<file path="src/design/dbs_pkg.sv">
// Shared types and constants for the diphoton plus b-jet pair event selector.
package dbs_pkg;

   localparam int MAX_OBJECTS = 32;
   localparam int IDX_W       = $clog2(MAX_OBJECTS);
   localparam int CNT_W       = $clog2(MAX_OBJECTS + 1);

   localparam logic [2:0] CMD_JET      = 3'd0;
   localparam logic [2:0] CMD_MUON     = 3'd1;
   localparam logic [2:0] CMD_ELECTRON = 3'd2;
   localparam logic [2:0] CMD_PHOTON   = 3'd3;

   localparam logic [1:0] KIND_JET    = 2'd0;
   localparam logic [1:0] KIND_BJET   = 2'd1;
   localparam logic [1:0] KIND_PHOTON = 2'd2;

   localparam logic [2:0] CSR_JET_PT_MIN    = 3'd0;
   localparam logic [2:0] CSR_PHOTON_PT_MIN = 3'd1;
   localparam logic [2:0] CSR_LEPTON_PT_MIN = 3'd2;
   localparam logic [2:0] CSR_ETA_MAX       = 3'd3;
   localparam logic [2:0] CSR_BB_MASS_LOW   = 3'd4;
   localparam logic [2:0] CSR_BB_MASS_HIGH  = 3'd5;
   localparam logic [2:0] CSR_GG_MASS_LOW   = 3'd6;
   localparam logic [2:0] CSR_GG_MASS_HIGH  = 3'd7;

   localparam logic [3:0] STAGE_PASS     = 4'd0;
   localparam logic [3:0] STAGE_BJETS    = 4'd1;
   localparam logic [3:0] STAGE_W_VETO   = 4'd2;
   localparam logic [3:0] STAGE_BB_DR    = 4'd3;
   localparam logic [3:0] STAGE_BB_MASS  = 4'd4;
   localparam logic [3:0] STAGE_LEPTON   = 4'd5;
   localparam logic [3:0] STAGE_PHOTONS  = 4'd6;
   localparam logic [3:0] STAGE_GG_MASS  = 4'd7;
   localparam logic [3:0] STAGE_GG_DR    = 4'd8;
   localparam logic [3:0] STAGE_ISO      = 4'd9;

   // W window (70, 90) GeV squared in 1/256 GeV^2
   localparam logic [34:0] W_MASS_LO_SQ = 35'd1254400;
   localparam logic [34:0] W_MASS_HI_SQ = 35'd2073600;
   // 25*dR^2 < 4*1024^2 means dR < 0.4
   localparam logic [34:0] DR_LIMIT     = 35'd4194304;

   typedef struct packed {
      logic [15:0]        energy;
      logic signed [16:0] mom_x;
      logic signed [16:0] mom_y;
      logic signed [16:0] mom_z;
      logic [15:0]        pt;
      logic signed [13:0] eta;
      logic signed [12:0] phi;
      logic [1:0]         kind;
   } obj_type;

   localparam int OBJ_W = $bits(obj_type);

   typedef struct packed {
      logic    store;
      logic    lepton;
      logic    last;
      obj_type obj;
   } item_type;

   typedef struct packed {
      logic [15:0] jet_pt_min;
      logic [15:0] photon_pt_min;
      logic [15:0] lepton_pt_min;
      logic [12:0] eta_max;
      logic [15:0] bb_mass_low;
      logic [15:0] bb_mass_high;
      logic [15:0] gg_mass_low;
      logic [15:0] gg_mass_high;
   } cfg_type;

endpackage

</file>
<file path="src/design/dbs_front.sv">
// Front end: preselects and classifies each incoming object transaction.
module dbs_front import dbs_pkg::*; (
   input  logic               req_push,
   input  logic [2:0]         req_command,
   input  logic [15:0]        req_trans_momentum,
   input  logic signed [13:0] req_pseudorapidity,
   input  logic signed [12:0] req_azimuth,
   input  logic [15:0]        req_energy,
   input  logic signed [16:0] req_mom_x,
   input  logic signed [16:0] req_mom_y,
   input  logic signed [16:0] req_mom_z,
   input  logic               req_loose_btag,
   input  logic               req_last_of_event,
   input  cfg_type            cfg,
   input  logic               q_full,
   output logic               q_push,
   output item_type           q_item
);

   logic [13:0] abs_eta;
   logic        eta_le;
   logic        eta_lt;

   always_comb begin
      abs_eta = req_pseudorapidity[13] ? 14'(-req_pseudorapidity) : 14'(req_pseudorapidity);
      eta_le  = abs_eta <= {1'b0, cfg.eta_max};
      eta_lt  = abs_eta <  {1'b0, cfg.eta_max};

      q_item.store      = 1'b0;
      q_item.lepton     = 1'b0;
      q_item.last       = req_last_of_event;
      q_item.obj.energy = req_energy;
      q_item.obj.mom_x  = req_mom_x;
      q_item.obj.mom_y  = req_mom_y;
      q_item.obj.mom_z  = req_mom_z;
      q_item.obj.pt     = req_trans_momentum;
      q_item.obj.eta    = req_pseudorapidity;
      q_item.obj.phi    = req_azimuth;
      q_item.obj.kind   = KIND_JET;

      case (req_command)
         CMD_JET: begin
            q_item.store    = eta_le && (req_trans_momentum >= cfg.jet_pt_min);
            q_item.obj.kind = req_loose_btag ? KIND_BJET : KIND_JET;
         end
         CMD_MUON, CMD_ELECTRON: begin
            q_item.lepton = (req_trans_momentum > cfg.lepton_pt_min) && eta_lt;
         end
         CMD_PHOTON: begin
            q_item.store    = eta_le && (req_trans_momentum >= cfg.photon_pt_min);
            q_item.obj.kind = KIND_PHOTON;
         end
         default: begin
            q_item.store = 1'b0;
         end
      endcase
   end

   assign q_push = req_push && !q_full;

endmodule

</file>
<file path="config.mk">
export PLATFORM = sky130hd
export DESIGN_NAME = dbs_front
export DESIGN_NICKNAME = d
export VERILOG_FILES = /design/src/design/dbs_pkg.sv /design/src/design/dbs_front.sv
export SDC_FILE = /design/constraint.sdc
export NUM_CORES = 1
export LEC_CHECK = 0
export ABC_AREA = 1
export BUFFER_PORTS_ARGS = -buffer_cell sky130_fd_sc_hd__buf_2
export CORE_AREA = 2 2 140 142
export DETAILED_ROUTE_END_ITERATION = 16
export DIE_AREA = 0 0 142 144
export GPL_TIMING_DRIVEN = 0
export SYNTH_ARGS = -nofsm -noshare
export SYNTH_HDL_FRONTEND = slang
export SYNTH_SLANG_ARGS = --single-unit
</file>
<file path="constraint.sdc">
create_clock -name vclk -period 2.5
set_input_delay 0.125 -clock vclk [all_inputs]
set_output_delay 0.125 -clock vclk [all_outputs]
set_load 0.01 [all_outputs]
</file>
==> qor.txt, run 1 <==
Top cell type by total area after synthesis: buf_4
Simple-gate area share of the yosys netlist: 20.4%
Vias per cell: 3.58
Syn avg cell area: 6.30 um2
Max transition margin: 80.3%
Drt pass-1 iters: 4
Final hold vios: 0
Post-layout util: 22.8%
Ys Warns: 0
Area Growth Syn to Fin: 51.1%
Antenna violations before repair: 2
Data arrival, critical path: 2170 ps
Synth top area share: 28.9%
Routed WL per cell: 10.0 um
DRT antenna net count: 0
Clock buf count: 0
Synth unique cells: 25
Dpl ws: -93.0 ps
Via count: 3261
Row cnt: 51
Gpl congestion: 0.769
Sequential share of the synthesized area: 0%
Die Wd: 142 um
Period utilization: 92.0%
WP data required: 2380 ps
Startpoint Class: primary input
Crit path kind: in2out
Initial Util: 15.1%
Status: complete, no violations
Power per cell area: 163 mW/mm2
Ant. Diodes: 0
Syn Inst Count: 458
P_leak: 2.82 nW
RSZ-0062 raised after global routing: no
# DRC: 0
Mux cell area share after synthesis: 0%
Final net count: 980
Detailed placement HPWL: 8.73 mm
Hold WC Path Type: in2out
Minimum clock period: 2300 ps
GRT overflow: 0
Crit Path Max Fanout: 3
First-pass GRT wire length: 13.3 mm
IR drop worst, VDD: 0.0666 mV
Worst Tran Pin Value: 293 ps
Final slew viol count: 0
Share of cells above drive strength 1: 52.1%
Post-Synth Adder-Cell Area: 26.9%
Xor and xnor area share after synthesis: 3.04%
Hold-fix buffers at CTS: 0
Final WS setup: 201 ps
FF+latch count: 0
Total of max-cap violations: 0
CORE AREA: 0.0191 mm2
Mapped Nets: 762
Post-Synthesis Cell Area: 0.00288 mm2
Die height: 144 um
Ports: 358
GRT Overall Usage: 8.06%
Number of global-route vias before repair: 2882
Crit. End Element: output pin
Largest net degree at the start of global routing: 10
Synth Area in Compound Gates: 7.90%
1st-iter DRT viols: 23
Port Buf Inserts: 213
Synth top area cells: buf_4 29%, ha_1 27%, inv_1 13%
Die area: 0.0204 mm2
Final WL: 9.14 mm
Storage cell area: 0 um2
Max Freq: 0.435 GHz
Final setup violation count: 0
Largest family of logic cells by synthesized area: buffers and inverters
==> synthesized netlist by cell type, drive strengths merged <==
| cell type | n |
|---|---|
| a21o | 3 |
| a21oi | 23 |
| a31oi | 1 |
| buf | 111 |
| ha | 62 |
| inv | 99 |
| nand2 | 78 |
| nand3 | 10 |
| nand3b | 1 |
| nand4 | 7 |
| nor2 | 34 |
| nor3 | 4 |
| o211ai | 1 |
| o21a | 1 |
| o21ai | 10 |
| o21bai | 2 |
| or2 | 1 |
| xnor2 | 2 |
| xor2 | 8 |
==> cell families (layout without fill, tap and decap cells) <==
| kind of cell | after synthesis | after routing |
|---|---|---|
| AOI/OAI and AO/OA | 41 | 41 |
| xor gates and xnor gates | 10 | 10 |
| adders and majority gates | 62 | 62 |
| buffers and inverters | 210 | 426 |
| and+or+nand+nor | 135 | 135 |
==> final timing paths <==
path / slack (ps) / depth (start not counted) / from / end
setup / recovery: 200 / 18 / req_pseudorapidity[1] / q_item[113]
hold / removal: 430 / 2 / req_energy[7] / q_item[103]
==> worst max-delay path: stages <==
cell	delay (ps)
buf_8	100
inv_4	50
ha_4	130
inv_4	40
nor3_4	180
nand3b_1	110
nand2_2	120
o21ai_4	80
xor2_1	170
ha_1	300
nand2_2	80
a21oi_2	30
o21bai_1	130
nand3_1	110
nor2_2	110
nand2_1	60
nor2_1	110
buf_2	140
==> repair_timing <==
action,4_1_cts,5_1_grt
pin swaps,0,10
setup buffers,0,3
endpoints found under the setup margin,2,2
cloned,0,0
gates resized for setup,2,23
endpoints found under the hold margin,0,0
==> metal layers <==
layer / GRT usage (%) / vias to the layer above / routed length, um
met5: 0 / - / 27
met4: 0 / 4 / 5
met3: 1.32 / 4 / 769
met2: 17.0 / 159 / 4930
met1: 8.81 / 1361 / 3410
li1: - / 1733 / -
==> through the flow <==
step | std cells | total power (W) | TNS (ps) | cell area [um2] | hold WS [ps]
final | 912 | 0.000711 | 0 | 4360 | 433
after global routing | 912 | 0.000817 | 0 | 4360 | 437
after CTS | 909 | 0.000707 | 0 | 4250 | 434
after detailed placement | 909 | 0.000703 | -174 | 4250 | 434
after global placement | 909 | 0.000692 | -115 | 4250 | 434
after floorplan | 458 | 0.000436 | 0 | 2880 | 298
==> area by class of cell <==
class / instances / area [um2]
Fill cell: 2171 / 14700
Tap cell: 238 / 298
Multi-Input combinational cell: 248 / 1740
Buffer: 111 / 833
Inverter: 99 / 379
Timing Repair Buffer: 216 / 1100
==> report_power, final <==
group          internal [W]  leakage [nW]  total (W)  switching (W)
logic              0.000370          2.82   0.000711       0.000342
registers                 0             0          0              0
clock network             0             0          0              0
total              0.000370          2.82   0.000711       0.000342
==> placed cells by master, fill, tap and decap left out, types with 4 or more instances in the layout <==
master | synthesis | layout
nand3_1 | 8 | 7
nand2_1 | 76 | 74
nor2_1 | 28 | 28
buf_4 | 111 | 114
inv_1 | 99 | 96
xor2_1 | 8 | 8
nor2_2 | 4 | 4
nand2_2 | 2 | 4
o21ai_0 | 7 | 5
ha_1 | 62 | 60
buf_2 | 0 | 211
nand4_1 | 7 | 7
a21oi_1 | 23 | 21
No activity file was read; power rests on OpenSTA's default activity.
==> run 2: changes to the inputs <==
- CORE_AREA: 2 2 140 142 -> 3 3 136 138
- DIE_AREA: 0 0 142 144 -> 0 0 139 141
==> run 2 against run 1 <==
  * Flip-flop and latch count did not move
  * First-iteration DRC count rose by 4.3%
  * Core utilization rose by 2.6 points
  * Fmax fell by 3.3%
  * Combinational power rose by 2%
  * Die area fell by 4.2%
  * Critical path depth fell by 4
  * Power rose by 2.0%
  * Sequential share of layout area did not move
  * Non-clock buffer count rose by 3
==> qor.txt, run 2 (synthesis gave the netlist of run 1 again) <==
Area Growth Syn to Fin: 52.5%
Period utilization: 95.1%
Clock buf count: 0
Via count: 3237
Gpl congestion: 0.750
Data arrival, critical path: 2250 ps
Final hold vios: 0
Crit path kind: in2out
Hold Path Depth: 2
Die height: 141 um
Post-layout util: 25.4%
Status: complete, no violations
Sw Ratio: 47.8%
Final setup violation count: 0
Placed inst area: 0.00423 mm2
Die area: 0.0196 mm2
Initial Util: 16.7%
Total of max-cap violations: 0
Antenna violations before repair: 3
GRT overflow: 0
Hold WC Path Type: in2out
Ports: 358
Clock power share: 0%
P_leak: 2.84 nW
Final net count: 983
Crit Path Max Fanout: 4
Largest net degree at the start of global routing: 10
Share of cells above drive strength 1: 53.0%
FF+latch count: 0
Most frequent cells in the layout: 211 x buf_2, 117 x buf_4, 96 x inv_1
1st-iter DRT viols: 24
WP data required: 2380 ps
Routed WL per cell: 10.3 um
Storage cell area: 0 um2
Final WL: 9.30 mm
IR drop worst, VDD: 0.0696 mV
Fill cells: 1968
Final WS setup: 122 ps
Max transition margin: 80.1%
Final slew viol count: 0
First-pass GRT wire length: 14.2 mm
Crit. End Element: output pin
Detailed placement HPWL: 8.78 mm
Worst hold path endpoint: q_item[14]
Dpl ws: -209 ps
Die Wd: 139 um
Hold Startpoint: req_azimuth[12]
Comb power frac: 100.0%
Power Internal: 0.000378 W
Final Instance Area: 0.00440 mm2
CORE AREA: 0.0173 mm2
RSZ-0062 raised after global routing: yes
Port Buf Inserts: 213
Power per cell area: 165 mW/mm2
Worst Tran Pin Value: 298 ps
DRT antenna net count: 0
Sequential share of power: 0%
Commonest non-fill, non-tap cell in the layout: buf_2
# DRC: 0
GRT Overall Usage: 8.50%
Number of global-route vias before repair: 3117
NetSw: 0.000347 W
Startpoint Class: primary input
Row cnt: 48
Drt pass-1 iters: 4
Vias per cell: 3.58
Minimum clock period: 2380 ps
Max Freq: 0.421 GHz
run 2: power groups by stage:
stage                     clock network (W)  registers (W)  logic, W
after floorplan                           0              0  0.000436
after global placement                    0              0  0.000691
after detailed placement                  0              0  0.000700
after CTS                                 0              0  0.000722
after global routing                      0              0  0.000830
final                       0.0000000000536              0  0.000725
run 2: critical path: stages:
cell and delay (ps):
buf_2 140, nor2_1 130, nand3_2 140, o21ai_2 220
o21ai_1 120, xor2_1 160, ha_1 310, a21o_1 200
a21oi_2 150, nand3_2 110, nor2_4 160, nand2_2 70
nor2_2 80, buf_2 140
run 2: worst max path at each step:
stage	from	endpoint
floorplan	req_pseudorapidity[0]	q_item[113]
global placement	req_pseudorapidity[0]	q_item[113]
detailed placement	req_pseudorapidity[0]	q_item[113]
CTS	req_pseudorapidity[0]	q_item[113]
global route	req_pseudorapidity[3]	q_item[113]
finish	req_pseudorapidity[3]	q_item[113]
run 2: per-layer routing:
metal	routed length [um]	vias to the layer above	track usage [%]
li1	-	1747	-
met2	4980	152	17.4
met5	21	-	0
met1	3430	1330	9.59
met3	864	4	1.56
met4	2	4	0
run 2: what timing repair did:
| action | CTS | global route |
|---|---|---|
| pin swaps | 11 | 14 |
| hold buffers | 0 | 0 |
| setup endpoints to repair | 2 | 2 |
| resized for setup | 18 | 14 |
| buffers inserted | 3 | 3 |
| hold endpoints to repair | 0 | 0 |
run 2: area by class of cell:
cell class / instances / area [um2] / share of cell area, %
antenna: 1 / 2.50 / 0.0569
buffer: 111 / 833 / 18.9
inverter: 99 / 384 / 8.73
multi-input combinational: 248 / 1770 / 40.2
tap: 225 / 282 / 6.40
timing repair buffer: 219 / 1130 / 25.6
run 2: metrics by stage:
| stage | setup TNS, ps | hold slack (ps) | cells | power [W] |
|---|---|---|---|---|
| 2_1_floorplan | 0 | 298 | 458 | 0.000436 |
| 3_3_place_gp | -273 | 435 | 896 | 0.000691 |
| 3_5_place_dp | -316 | 434 | 896 | 0.000700 |
| 4_1_cts | -2.50 | 434 | 899 | 0.000722 |
| 5_1_grt | -77.2 | 436 | 902 | 0.000830 |
| 6_report | 0 | 433 | 903 | 0.000725 |
