File: config.mk
export PLATFORM = sky130hd
export DESIGN_NAME = dbs_queue
export DESIGN_NICKNAME = d
export VERILOG_FILES = /design/src/design/dbs_pkg.sv /design/src/design/dbs_queue.sv
export SDC_FILE = /design/constraint.sdc
export NUM_CORES = 1
export LEC_CHECK = 0
export BUFFER_PORTS_ARGS = -buffer_cell sky130_fd_sc_hd__buf_2
export CORE_MARGIN = 2
export CORE_UTILIZATION = 57
export CTS_CLUSTER_DIAMETER = 30
export CTS_CLUSTER_SIZE = 20
export DETAILED_ROUTE_END_ITERATION = 7
export PLACE_DENSITY = 0.75
export SLEW_MARGIN = 10
export SYNTH_ARGS = -nofsm -noshare
export SYNTH_HDL_FRONTEND = slang
export SYNTH_SLANG_ARGS = --single-unit
File: constraint.sdc
create_clock -name clock -period 4.5 [get_ports clock]
set_input_delay 0.675 -clock clock [delete_from_list [all_inputs] [get_ports clock]]
set_output_delay 0.675 -clock clock [all_outputs]
set_load 0.1 [all_outputs]
File: src/design/dbs_pkg.sv
// Shared types and constants for the diphoton plus b-jet pair event selector.
package dbs_pkg;

   localparam int MAX_OBJECTS = 32;
   localparam int IDX_W       = $clog2(MAX_OBJECTS);
   localparam int CNT_W       = $clog2(MAX_OBJECTS + 1);

   localparam logic [2:0] CMD_JET      = 3'd0;
   localparam logic [2:0] CMD_MUON     = 3'd1;
   localparam logic [2:0] CMD_ELECTRON = 3'd2;
   localparam logic [2:0] CMD_PHOTON   = 3'd3;

   localparam logic [1:0] KIND_JET    = 2'd0;
   localparam logic [1:0] KIND_BJET   = 2'd1;
   localparam logic [1:0] KIND_PHOTON = 2'd2;

   localparam logic [2:0] CSR_JET_PT_MIN    = 3'd0;
   localparam logic [2:0] CSR_PHOTON_PT_MIN = 3'd1;
   localparam logic [2:0] CSR_LEPTON_PT_MIN = 3'd2;
   localparam logic [2:0] CSR_ETA_MAX       = 3'd3;
   localparam logic [2:0] CSR_BB_MASS_LOW   = 3'd4;
   localparam logic [2:0] CSR_BB_MASS_HIGH  = 3'd5;
   localparam logic [2:0] CSR_GG_MASS_LOW   = 3'd6;
   localparam logic [2:0] CSR_GG_MASS_HIGH  = 3'd7;

   localparam logic [3:0] STAGE_PASS     = 4'd0;
   localparam logic [3:0] STAGE_BJETS    = 4'd1;
   localparam logic [3:0] STAGE_W_VETO   = 4'd2;
   localparam logic [3:0] STAGE_BB_DR    = 4'd3;
   localparam logic [3:0] STAGE_BB_MASS  = 4'd4;
   localparam logic [3:0] STAGE_LEPTON   = 4'd5;
   localparam logic [3:0] STAGE_PHOTONS  = 4'd6;
   localparam logic [3:0] STAGE_GG_MASS  = 4'd7;
   localparam logic [3:0] STAGE_GG_DR    = 4'd8;
   localparam logic [3:0] STAGE_ISO      = 4'd9;

   // W window (70, 90) GeV squared in 1/256 GeV^2
   localparam logic [34:0] W_MASS_LO_SQ = 35'd1254400;
   localparam logic [34:0] W_MASS_HI_SQ = 35'd2073600;
   // 25*dR^2 < 4*1024^2 means dR < 0.4
   localparam logic [34:0] DR_LIMIT     = 35'd4194304;

   typedef struct packed {
      logic [15:0]        energy;
      logic signed [16:0] mom_x;
      logic signed [16:0] mom_y;
      logic signed [16:0] mom_z;
      logic [15:0]        pt;
      logic signed [13:0] eta;
      logic signed [12:0] phi;
      logic [1:0]         kind;
   } obj_type;

   localparam int OBJ_W = $bits(obj_type);

   typedef struct packed {
      logic    store;
      logic    lepton;
      logic    last;
      obj_type obj;
   } item_type;

   typedef struct packed {
      logic [15:0] jet_pt_min;
      logic [15:0] photon_pt_min;
      logic [15:0] lepton_pt_min;
      logic [12:0] eta_max;
      logic [15:0] bb_mass_low;
      logic [15:0] bb_mass_high;
      logic [15:0] gg_mass_low;
      logic [15:0] gg_mass_high;
   } cfg_type;

endpackage

File: src/design/dbs_queue.sv
// Four-entry queue between the front end and the cut-chain back end.
module dbs_queue import dbs_pkg::*; (
   input  logic     clock,
   input  logic     reset,
   input  logic     push,
   input  item_type push_item,
   output logic     full,
   input  logic     pop,
   output item_type pop_item,
   output logic     empty
);

   localparam int DEPTH = 4;

   item_type   slot_ff [DEPTH];
   logic [1:0] wr_ptr_ff, wr_ptr_in;
   logic [1:0] rd_ptr_ff, rd_ptr_in;
   logic [2:0] fill_ff, fill_in;
   logic       do_push, do_pop;

   assign full     = fill_ff == 3'(DEPTH);
   assign empty    = fill_ff == 3'd0;
   assign pop_item = slot_ff[rd_ptr_ff];
   assign do_push  = push && !full;
   assign do_pop   = pop && !empty;

   always_comb begin
      wr_ptr_in = do_push ? wr_ptr_ff + 2'd1 : wr_ptr_ff;
      rd_ptr_in = do_pop  ? rd_ptr_ff + 2'd1 : rd_ptr_ff;
      fill_in   = fill_ff + 3'(do_push) - 3'(do_pop);
   end

   always_ff @(posedge clock) begin
      if (reset) begin
         wr_ptr_ff <= '0;
         rd_ptr_ff <= '0;
         fill_ff   <= '0;
      end else begin
         wr_ptr_ff <= wr_ptr_in;
         rd_ptr_ff <= rd_ptr_in;
         fill_ff   <= fill_in;
      end
      if (do_push) begin
         slot_ff[wr_ptr_ff] <= push_item;
      end
   end

endmodule

==> results of run 1 <==
## final cells by class
type | instances | area share
Antenna cell | 2 | 0.000230
Clock buffer | 96 | 0.103
Clock inverter | 64 | 0.0342
Inverter | 8 | 0.00138
Multi-Input combinational cell | 148 | 0.132
Sequential cell | 469 | 0.645
Tap cell | 390 | 0.0225
Timing Repair Buffer | 248 | 0.0627
## state kept, by name, indices dropped and copies added, names as in the netlist, named ones only
register,count
fill_ff,3
rd_ptr_ff,2
slot_ff,460
wr_ptr_ff,2
## worst paths after layout
check	startpoint	to	slack, ns	cells past startpoint
max	flop	pop_item[104]	1.21	3
min	push_item[53]	slot_ff[3][53]	0.31	1
max reg2reg	fill_ff[1]	slot_ff[3][69]	2.07	4
min reg2reg	rd_ptr_ff[1]	flop	0.49	2
## layer usage
layer  part of all wire  vias to the layer above  routed length [um]
met1               0.40                     4159               13200
li1                   -                     3472                   -
met4              0.027                       10                 871
met5             0.0021                        -                  68
met3              0.088                       82                2880
met2               0.48                      348               15800
## cell families (layout without fill, tap and decap cells)
| logic type | Yosys count | count (layout) |
|---|---|---|
| buf+inv | 35 | 416 |
| flops | 469 | 469 |
| fa+ha+maj | 7 | 7 |
| other cells | 0 | 2 |
| compound gates | 5 | 5 |
| mux | 116 | 116 |
| xor+xnor | 3 | 3 |
| simple gates | 17 | 17 |
## per-stage QoR
step | area [um2] | hold slack (ns) | total power, mW | setup slack [ns] | cells
2_1_floorplan | 17000 | 0.459 | 10.3 | 0.339 | 652
3_3_place_gp | 18700 | 0.460 | 11.1 | 1.78 | 1263
3_5_place_dp | 18700 | 0.486 | 11.1 | 1.77 | 1263
4_1_cts | 21700 | 0.283 | 17.6 | 1.13 | 1423
5_1_grt | 21700 | 0.290 | 18.0 | 1.06 | 1424
6_report | 21700 | 0.307 | 17.5 | 1.21 | 1425
## cell usage in the layout, fill, tap and decap left out, types with 6 or more instances in the layout
cell,n
clkinv_1,11
edfxtp_1,460
clkinvlp_4,8
clkinv_4,9
inv_6,7
clkinv_2,14
ha_1,6
inv_1,8
clkbuf_16,88
buf_4,6
bufinv_16,12
buf_12,7
dfxtp_1,7
mux4_2,115
clkbuf_1,8
buf_2,235
## report_power, final
group / switching, mW / internal (mW) / leakage, nW
logic: 4.43 / 1.17 / 1.77
registers: 0.162 / 5.26 / 4.29
clock network: 2.16 / 4.29 / 1.44
## critical path, delay by kind of cell (launching register included)
| family | cells | cell delay (ns) |
|---|---|---|
| multiplexers | 1 | 0.59 |
| flip-flops | 1 | 0.73 |
| buffers and inverters | 2 | 0.68 |
## synth_stat cells
cell type    n  share of area
dfxtp_1      9          0.011
nor3_1       1        0.00029
o31ai_1      1        0.00044
fa_1         1         0.0012
a21oi_1      2        0.00059
or3_1        2        0.00073
o21ai_0      2        0.00059
buf_6        7         0.0046
nand2_1      1        0.00022
nand2b_1     2        0.00073
ha_1         6         0.0044
xor2_1       1        0.00051
xnor2_1      2         0.0010
clkbuf_1     7         0.0015
buf_2       13         0.0038
nor2_1       4        0.00088
mux4_2     115           0.15
inv_1        8         0.0018
nor3b_1      1        0.00044
and2_1       4         0.0015
nor2b_1      2        0.00073
edfxtp_1   460           0.81
mux2i_1      1        0.00059
==> results.json, run 1 <==
{
  "drt_pass1_iterations": 5,
  "yosysUniqueCellTypes": 23,
  "synthAdderAreaFrac": 0.00558,
  "critPathMaxStageDelay_ns": 0.73,
  "grt_antenna_before_repair": 7,
  "power.leakage_nw": 7.49,
  "path_max_fanout": 35,
  "hold_class": "input port to flop",
  "synth_simple_gate_area_frac": 0.00551,
  "post_synth_xor_area_fraction": 0.00154,
  "top_usage_layer": "met2",
  "met1_usage": 0.291,
  "slew_violations": 0,
  "grt_pass1_wl_um": 49900,
  "coreArea_um2": 29600,
  "io_pins": 236,
  "synth_cells": 652,
  "clk_pin_slew_worst_paths_ns": 0.05,
  "crit_type": "flop to primary output",
  "syn_to_final_growth_pct": 27.5,
  "cts_resized": 0,
  "synth_seq_area_share": 0.821,
  "initial_utilization": 0.576,
  "ir_drop_v": 0.000629,
  "synth_area_um2": 17000,
  "gp_congestion": 0.722,
  "cp-end-kind": "primary output",
  "fp-row-count": 63,
  "filler_cell_count": 1652,
  "finalClockSkew_ns": 0.0235,
  "die_w_um": 177,
  "cts_setup_buffers": 0,
  "cts_buffers": 86,
  "max-clock-path-buffers": 3,
  "overflow": 0,
  "tritoncts": "done",
  "tightest_slew_ns": 0.811,
  "hold_violations": 0,
  "start_kind": "flop",
  "synth-seq-cells": 469,
  "setup_viol_count_final": 0,
  "worst_ep_required_time_ns": 3.83,
  "worst_skew_pair.late_latency_ns": 0.58,
  "multiInputGateArea_um2": 2860,
  "hpwl_um": 17800,
  "vias": 8071,
  "max_cap_violations": 0,
  "grt_use_total": 0.215,
  "grtUsageMet2": 0.331,
  "finalSetupTns_ns": 0,
  "root_buffer": "clkbuf_16",
  "timing.final.crit_share": 0.731,
  "relSlewSlack": 0.459,
  "viasPerCell": 5.66,
  "yosys_warnings": 0,
  "synth_compound_gate_area_share": 0.00162,
  "drc": 0,
  "routedWlPerCell_um": 23.0,
  "grt_pass1_vias": 8608,
  "use_met3": 0.0685,
  "avgSynthCellArea_um2": 26.1,
  "status": "finished clean",
  "grt_max_degree": 116,
  "h-tree-depth": 3,
  "portBuffers": 235,
  "max_freq_ghz": 0.304,
  "postLayoutCoreUtil": 0.735,
  "routed_wl_um": 32800,
  "rsz0062_at_grt": "no",
  "die_area_um2": 31300,
  "cp.arrival_ns": 2.61,
  "crit_chain": "buf_12 > mux4_2 > buf_2",
  "die_y_um": 177,
  "syn_nets": 778,
  "fin_crit_ns": 3.29,
  "drt_iter0_markers": 712,
  "synth_top_family_by_area": "multiplexers",
  "drive_gt1_frac": 0.495,
  "layout.nets": 1087,
  "clock-sinks": 469,
  "p_per_area_nw_per_um2": 804,
  "ant_nets": 0,
  "regArea_um2": 14000,
  "cp_slowest_cell": "dfxtp_4",
  "cts_hold_buf": 0,
  "synthMuxAreaShare": 0.153
}
Power figures use the tool's default switching activity.
==> run 2, diff against run 1 <==
--- a/config.mk
+++ b/config.mk
@@ -7,11 +7,11 @@
 export LEC_CHECK = 0
 export BUFFER_PORTS_ARGS = -buffer_cell sky130_fd_sc_hd__buf_2
 export CORE_MARGIN = 2
-export CORE_UTILIZATION = 57
+export CORE_UTILIZATION = 51
 export CTS_CLUSTER_DIAMETER = 30
 export CTS_CLUSTER_SIZE = 20
 export DETAILED_ROUTE_END_ITERATION = 7
-export PLACE_DENSITY = 0.75
+export PLACE_DENSITY = 0.71
 export SLEW_MARGIN = 10
 export SYNTH_ARGS = -nofsm -noshare
 export SYNTH_HDL_FRONTEND = slang
==> constraint.sdc (replaced) <==
create_clock -name clock -period 3 [get_ports clock]
set_input_delay 0.45 -clock clock [delete_from_list [all_inputs] [get_ports clock]]
set_output_delay 0.45 -clock clock [all_outputs]
set_load 0.1 [all_outputs]
==> results.json, run 2 (same netlist as run 1, synthesis figures left out) <==
{
  "rsz0062_at_grt": "no",
  "relSlewSlack": 0.603,
  "tritoncts": "done",
  "initial_utilization": 0.521,
  "grt_use_total": 0.188,
  "setup_viol_count_final": 0,
  "hold_violations": 0,
  "clk_pin_slew_worst_paths_ns": 0.05,
  "worst_skew_pair.late_latency_ns": 0.58,
  "cp_num_buf_inv": 2,
  "grt_max_degree": 77,
  "start_kind": "flop",
  "die_y_um": 187,
  "fp-row-count": 66,
  "finalClockSkew_ns": 0.0327,
  "placed_cell_area_um2": 19000,
  "max-clock-path-buffers": 3,
  "drive_gt1_frac": 0.501,
  "die_area_um2": 34900,
  "max_freq_ghz": 0.377,
  "final_common_cell": "edfxtp_1",
  "routed_wl_um": 31900,
  "portBuffers": 235,
  "ir_drop_v": 0.000937,
  "drc": 0,
  "root_buffer": "clkbuf_16",
  "syn_to_final_growth_pct": 28.7,
  "p_sw_mw": 10.0,
  "finalSetupTns_ns": 0,
  "h-tree-depth": 3,
  "switching_share": 0.382,
  "die_w_um": 187,
  "p_clk_frac": 0.364,
  "drt_iter0_markers": 493,
  "cp.arrival_ns": 2.20,
  "path_max_fanout": 23,
  "cp_slowest_cell": "mux4_2",
  "hold_class": "input port to flop",
  "routedWlPerCell_um": 21.5,
  "overflow": 0,
  "power.leakage_nw": 7.54,
  "p_seq_frac": 0.308,
  "vias": 7923,
  "internal_power_mw": 16.2,
  "drt_pass1_iterations": 5,
  "crit_chain": "buf_12 > mux4_2 > buf_2",
  "viasPerCell": 5.35,
  "timing.final.crit_share": 0.884,
  "max_cap_violations": 0,
  "clock-sinks": 469,
  "grt_pass1_vias": 8736,
  "ant_nets": 0,
  "crit_type": "flop to primary output",
  "top_register": "slot_ff",
  "final_cell_area_um2": 21900,
  "cpLargestDelayFamily": "multiplexers",
  "status": "finished clean",
  "slew_violations": 0,
  "cts_buffers": 84,
  "layout.nets": 1096,
  "combPwrFrac": 0.328,
  "cp-end-kind": "primary output",
  "grt_antenna_before_repair": 1,
  "critPathMaxStageDelay_ns": 0.58,
  "cts_resized": 0,
  "p_per_area_nw_per_um2": 1200,
  "top_regs": "slot_ff x460, fill_ff x3",
  "tightest_slew_ns": 0.595,
  "filler_cell_count": 2073,
  "largest_reg_flops": 460,
  "final_cell_mix": "460 x edfxtp_1, 235 x buf_2, 115 x mux4_2",
  "coreArea_um2": 32700,
  "hpwl_um": 18500,
  "grt_pass1_wl_um": 49600,
  "io_pins": 236,
  "fin_crit_ns": 2.65,
  "gp_congestion": 0.719,
  "worst_ep_required_time_ns": 2.55
}
-- run 2: cell types whose count changed in the layout (fill, tap and decap cells not counted), moves of 2 or more --
cell | previous run | this run
clkinv_1 | 11 | 9
clkinv_4 | 9 | 7
inv_16 | 2 | 0
clkinvlp_4 | 8 | 10
clkbuf_1 | 8 | 6
clkinv_2 | 14 | 11
buf_12 | 7 | 15
clkinv_8 | 0 | 2
buf_4 | 6 | 9
-- run 2: power by group through the flow --
| stage | clock, mW | sequential (mW) | combinational (mW) |
|---|---|---|---|
| finish | 9.53 | 8.07 | 8.60 |
| global route | 10.0 | 8.11 | 8.91 |
| CTS | 9.69 | 8.13 | 8.64 |
| detailed placement | 0 | 8.24 | 8.61 |
| global placement | 0 | 8.21 | 8.59 |
| floorplan | 0 | 8.13 | 7.29 |
-- run 2: timing repair --
action                     in CTS  in global routing
setup buffers                   0                  3
hold buffers                    0                  0
setup endpoints to repair       0                  4
-- run 2: stage by stage --
stage | hold slack [ns] | worst slack [ns] | utilization | instances | total power [mW]
3_3_place_gp | 0.463 | 0.586 | 0.580 | 1323 | 16.8
2_1_floorplan | 0.459 | 0.116 | - | 652 | 15.4
3_5_place_dp | 0.492 | 0.514 | 0.580 | 1323 | 16.8
4_1_cts | 0.0500 | 0.0341 | 0.669 | 1476 | 26.5
5_1_grt | 0.0635 | 0.230 | 0.670 | 1479 | 27.1
6_report | 0.0833 | 0.348 | 0.670 | 1482 | 26.2
-- run 2: per-layer routing --
layer | track usage | vias up | part of all wire
met4 | 0.0632 | 2 | 0.017
li1 | - | 3490 | -
met1 | 0.246 | 4068 | 0.41
met2 | 0.298 | 314 | 0.49
met5 | 0 | - | 0.00041
met3 | 0.0638 | 49 | 0.084
-- run 2: path summary, 6_finish.rpt --
check / start / to / slack (ns) / cells past startpoint
min reg2reg: rd_ptr_ff[1] / flop / 0.49 / 2
max: flop / pop_item[107] / 0.35 / 3
max reg2reg: fill_ff[1] / fill_ff[2] / 0.59 / 10
min: push_item[87] / slot_ff[0][87] / 0.08 / 1
-- run 2: final cells by class --
cell class / count / area, um2 / area share
antenna: 3 / 7.51 / 0.000342
tap: 442 / 553 / 0.0252
inverter: 8 / 30.0 / 0.00137
clock inverter: 60 / 718 / 0.0328
multi-input combinational: 148 / 2870 / 0.131
timing repair buffer: 259 / 1540 / 0.0704
clock buffer: 93 / 2200 / 0.100
sequential: 469 / 14000 / 0.639
